File: config.mk
export PLATFORM = sky130hd
export DESIGN_NAME = gkt_front
export DESIGN_NICKNAME = d
export VERILOG_FILES = /design/src/sv/gkt_pkg.sv /design/src/sv/gkt_front.sv
export SDC_FILE = /design/constraint.sdc
export NUM_CORES = 1
export LEC_CHECK = 0
export ABC_AREA = 1
export BUFFER_PORTS_ARGS = -buffer_cell sky130_fd_sc_hd__buf_2
export CAP_MARGIN = 20
export CORE_MARGIN = 10
export CORE_UTILIZATION = 47
export CTS_CLUSTER_SIZE = 14
export DETAILED_ROUTE_END_ITERATION = 10
export GPL_TIMING_DRIVEN = 1
export PLACE_DENSITY_LB_ADDON = 0.2
export SETUP_SLACK_MARGIN = 0.5
export SYNTH_ARGS = -nofsm -noshare
export SYNTH_HDL_FRONTEND = slang
export SYNTH_SLANG_ARGS = --single-unit
File: constraint.sdc
create_clock -name clk -period 12.8 [get_ports clk]
set_input_delay 2.56 -clock clk [delete_from_list [all_inputs] [get_ports clk]]
set_output_delay 2.56 -clock clk [all_outputs]
set_load 0.02 [all_outputs]
File: src/sv/gkt_pkg.sv
`timescale 1ns / 1ps
// ----------------------------------------------------------------------------
// gkt_pkg: shared types and constants of the gated 2-D Kalman tracker
// Item layouts, mode and register codes, and Q16.16 saturation helpers.
// ----------------------------------------------------------------------------
package gkt_pkg;

  typedef struct packed {
    logic [1:0]         mode;
    logic [31:0]        time_elapsed;
    logic signed [31:0] pos_x;
    logic signed [31:0] pos_y;
    logic signed [31:0] cov_xx;
    logic signed [31:0] cov_xy;
    logic signed [31:0] cov_yx;
    logic signed [31:0] cov_yy;
  } gkt_in_t;

  typedef struct packed {
    logic signed [31:0] est_x_out;
    logic signed [31:0] est_y_out;
    logic signed [31:0] p_xx_out;
    logic signed [31:0] p_xy_out;
    logic signed [31:0] p_yx_out;
    logic signed [31:0] p_yy_out;
    logic               accepted;
    logic               is_initialised;
  } gkt_out_t;

  localparam logic [1:0] MODE_PREDICT = 2'd0;
  localparam logic [1:0] MODE_UPDATE  = 2'd1;
  localparam logic [1:0] MODE_SET     = 2'd2;
  localparam logic [1:0] MODE_NOP     = 2'd3;

  typedef enum logic [1:0] {
    KIND_PREDICT,
    KIND_UPDATE,
    KIND_SET,
    KIND_NOP
  } gkt_kind_t;

  // Classified item handed from the front end to the back end.
  typedef struct packed {
    gkt_kind_t kind;
    gkt_in_t   item;
  } gkt_cmd_t;

  localparam logic [1:0] CFG_NOISE_X   = 2'd0;
  localparam logic [1:0] CFG_NOISE_Y   = 2'd1;
  localparam logic [1:0] CFG_GATE      = 2'd2;
  localparam logic [1:0] CFG_HORIZON   = 2'd3;

  localparam logic [31:0] GATE_RESET    = 32'd196608;
  localparam logic [31:0] HORIZON_RESET = 32'd65536;

  localparam int ACC_W  = 52;
  localparam int DIV_NW = 48;
  localparam int DIV_DW = 32;

  localparam logic signed [31:0] Q_MAX = 32'sh7FFF_FFFF;
  localparam logic signed [31:0] Q_MIN = 32'sh8000_0000;

  function automatic logic signed [31:0] sat32(input logic signed [ACC_W-1:0] v);
    logic signed [31:0] r;
    if (v > ACC_W'(Q_MAX)) r = Q_MAX;
    else if (v < ACC_W'(Q_MIN)) r = Q_MIN;
    else r = v[31:0];
    return r;
  endfunction

endpackage

File: src/sv/gkt_front.sv
`timescale 1ns / 1ps
// ----------------------------------------------------------------------------
// gkt_front: input acceptance and classification
// Decodes the mode of each item and holds it in a two-entry queue for the
// back end, so the input side keeps moving while the back end computes, until both entries are full.
// ----------------------------------------------------------------------------
module gkt_front (
  input  logic              clk,
  input  logic              rst_n,
  input  logic              in_valid,
  output logic              in_ready,
  input  gkt_pkg::gkt_in_t  in_data,
  output logic              cmd_valid,
  input  logic              cmd_ready,
  output gkt_pkg::gkt_cmd_t cmd
);
  import gkt_pkg::*;

  gkt_cmd_t  q_r [2];
  logic      wr_ptr_r;
  logic      rd_ptr_r;
  logic [1:0] cnt_r;
  logic [1:0] cnt_nxt;
  gkt_kind_t kind_c;
  logic      push;
  logic      pop;

  always_comb begin
    case (in_data.mode)
      MODE_PREDICT: kind_c = KIND_PREDICT;
      MODE_UPDATE:  kind_c = KIND_UPDATE;
      MODE_SET:     kind_c = KIND_SET;
      default:      kind_c = KIND_NOP;
    endcase
  end

  assign in_ready  = (cnt_r != 2'd2);
  assign cmd_valid = (cnt_r != 2'd0);
  assign cmd       = q_r[rd_ptr_r];
  assign push      = in_valid && in_ready;
  assign pop       = cmd_valid && cmd_ready;

  always_comb begin
    cnt_nxt = cnt_r;
    if (push && !pop) cnt_nxt = cnt_r + 2'd1;
    else if (pop && !push) cnt_nxt = cnt_r - 2'd1;
  end

  always_ff @(posedge clk) begin
    if (!rst_n) begin
      wr_ptr_r <= 1'b0;
      rd_ptr_r <= 1'b0;
      cnt_r    <= 2'd0;
    end else begin
      if (push) wr_ptr_r <= !wr_ptr_r;
      if (pop) rd_ptr_r <= !rd_ptr_r;
      cnt_r <= cnt_nxt;
    end
  end

  always_ff @(posedge clk) begin
    if (push) q_r[wr_ptr_r] <= '{kind: kind_c, item: in_data};
  end

endmodule

==> results.rst <==
.. list-table::
   :header-rows: 1

   * - Metric
     - Value
   * - Outcome
     - finished clean
   * - Area after detailed placement
     - 19500 um2
   * - Cts repair resizes
     - 0
   * - Worst-path clk slew
     - 60 ps
   * - CTS tree
     - built
   * - Unique cell type count in the Yosys netlist
     - 15
   * - Count of buffer and inverter cells on the critical path
     - 2
   * - DRC violation total after the first TritonRoute iteration
     - 576
   * - Clock sink count
     - 461
   * - Ranking of synthesized cells by area
     - edfxtp_1 82%, mux2_2 15%, buf_6 1.6%
   * - Req. time, crit path
     - 10240 ps
   * - Detail-routed net length per standard cell
     - 22.7 um
   * - Flops & latches, synth
     - 461
   * - Average instance area after synthesis
     - 22.4 um2
   * - Net count after synthesis
     - 979
   * - Number of hold violations in the final report
     - 0
   * - Total clock buffers created by CTS
     - 47
   * - Max Clock Freq
     - 173 MHz
   * - Headroom to the max-slew limit
     - 0.266
   * - Antenna violations before repair
     - 18
   * - Total area of sequential cells
     - 13800 um2
   * - Initial standard-cell utilization of the core
     - 0.474
   * - Share of the synthesized area in the top cell type
     - 0.816
   * - Share of layout cells above drive strength 1
     - 0.600
   * - Power density of the placed cells
     - 207 nW/um2
   * - Placement Setup Slack
     - 7540 ps
   * - Setup Fix Bufs, Post-CTS
     - 0
   * - Instance count of the mapped netlist
     - 748
   * - Setup TNS
     - 0 ps
   * - Largest buffer count on any clock path
     - 3
   * - TritonRoute pass-1 iters
     - 4
   * - Post-detail-place hpwl
     - 27600 um
   * - Fill count
     - 2743
   * - Crit-path slowest cell
     - dfxtp_4
   * - Root buffer cell
     - clkbuf_16
   * - Row count
     - 69
   * - Core Area
     - 35400 um2
   * - Die height
     - 209 um
   * - Period minus WS final
     - 5790 ps
   * - Post-route DRC violation count
     - 0
   * - Worst Tran Pin Value
     - 1100 ps
   * - Remaining number of nets flagged by the antenna check after routing
     - 0
   * - Post-layout net count
     - 1470
   * - Crit Path Category
     - register to primary output
   * - Post-Route WL
     - 39500 um
   * - Unrepaired setup endpoints after global routing
     - false
   * - Number of setup violations in the final report
     - 0
   * - First-pass GRT wire length
     - 58200 um
   * - Most common cell after layout, fill and taps aside
     - buf_2
   * - Largest net degree at the start of global routing
     - 80
   * - Cell accounting for the most synthesized area
     - edfxtp_1
   * - Multi-input gate area
     - 2690 um2
   * - Die outline area
     - 43700 um2
   * - Global route overflow
     - 0
   * - Fin Clk Skew
     - 21.1 ps
   * - Via count normalized by instance count
     - 5.00
   * - Warnings from Yosys
     - 0
   * - Slack of the critical path
     - 7010 ps
   * - Arrival time of the worst setup path
     - 3230 ps
   * - Hold Path Class
     - register to register
   * - CTS H-Tree Depth
     - 2
   * - Number of buffers added to fix hold violations after cts
     - 0
   * - Power, Total
     - 0.00434 W
   * - Cell Area, Synth
     - 16800 um2
   * - Peak supply drop
     - 161 uV
   * - Final max-slew violation count
     - 0
   * - Number of max-cap violations
     - 0
   * - Placer's final routability congestion estimate
     - 0.753
   * - Commonest cells after routing, fill and taps aside
     - 459 x buf_2, 456 x edfxtp_1, 228 x mux2_2
   * - Width of the die
     - 209 um
   * - Share of the yosys chip area belonging to registers
     - 0.822
   * - Vias in the first global route
     - 9519
   * - Largest stage delay, worst path
     - 990 ps
   * - Total track usage
     - 0.175
   * - Kind of cell adding the most delay to the critical path
     - buffers and inverters
   * - Leak pwr
     - 7.81 nW
   * - Count of input and output buffers
     - 459
   * - Critical-path maximum fanout
     - 79
   * - Period utilisation layout
     - 0.452
   * - Series of cell instances along the critical path
     - buf_4 -> mux2_2 -> buf_2
   * - Critical path startpoint category
     - register
   * - Summed area of non-filler cells in the final layout
     - 21000 um2
   * - Syn-to-layout area delta
     - 25.1%
   * - Source-to-sink clock delay at the later pin of the worst-skew pair
     - 570 ps
   * - Top-level I/O count
     - 460
   * - Setup crit end kind
     - primary output
   * - Via count of the routed design
     - 8730
path summary, 6_finish.rpt:
kind	startpoint	slack, ps	end	depth (start not counted)
setup / recovery	register	7010	cmd[170]	3
hold / removal	rd_ptr_r	500	rd_ptr_r	2
setup reg to reg	cnt_r[0]	9990	q_r[0][124]	6
hold reg to reg	rd_ptr_r	500	rd_ptr_r	2
worst register-to-register path, cell delays in order (launching register included):
cell	delay (ps)
dfxtp_1	360
inv_1	100
nand2_1	160
nand2_1	190
nor2_4	520
buf_4	430
buf_4	630
routing by layer:
metal | wire (um) | track usage
met3 | 4580 | 0.0904
met1 | 14800 | 0.197
met5 | 138 | 0
met4 | 764 | 0.0558
met2 | 19200 | 0.283
cell families (layout without fill, tap and decap cells):
kind of cell / Yosys count / after routing / synth area share
multiplexers: 228 / 228 / 0.153
AO/OA/AOI/OAI: 4 / 4 / 0.00134
flip-flops: 461 / 461 / 0.822
other: 0 / 8 / 0
AND/OR/NAND/NOR: 19 / 19 / 0.00447
buffers and inverters: 35 / 563 / 0.0188
adder cells (fa/ha/maj): 1 / 1 / 0.000745
power breakdown:
group / internal [W] / total (W) / leakage [nW] / switching [W]
Sequential: 0.00191 / 0.00198 / 4.29 / 0.0000661
Combinational: 0.000392 / 0.00106 / 2.79 / 0.000668
Clock: 0.000759 / 0.00130 / 0.717 / 0.000545
Total: 0.00306 / 0.00434 / 7.81 / 0.00128
synthesized netlist by cell type:
library cell	count
a21oi_1	1
dfxtp_1	5
clkbuf_1	2
ha_1	1
inv_1	8
nand4_1	1
buf_6	24
o21ai_0	2
edfxtp_1	456
nand2_1	9
nor2_1	8
mux2_2	228
nand3_1	1
o21a_1	1
buf_4	1
layout make-up:
class	instances	area share
Tap cell	461	0.0275
Sequential cell	461	0.657
Timing Repair Buffer	469	0.115
Multi-Input combinational cell	252	0.128
Antenna cell	8	0.000953
Inverter	8	0.00143
Clock buffer	57	0.0578
Clock inverter	29	0.0123
sequential cells by signal, summed over array words and instances, names as in the netlist, named ones only:
name	flops
cnt_r	2
rd_ptr_r	1
q_r	456
wr_ptr_r	1
stage by stage:
step,util,instances,hold WS (ps)
after floorplan,-,748,467
after global placement,0.550,1649,480
after detailed placement,0.551,1651,494
after CTS,0.593,1737,509
after global routing,0.593,1743,567
final,0.593,1745,502
No activity file was read; power rests on OpenSTA's default activity.
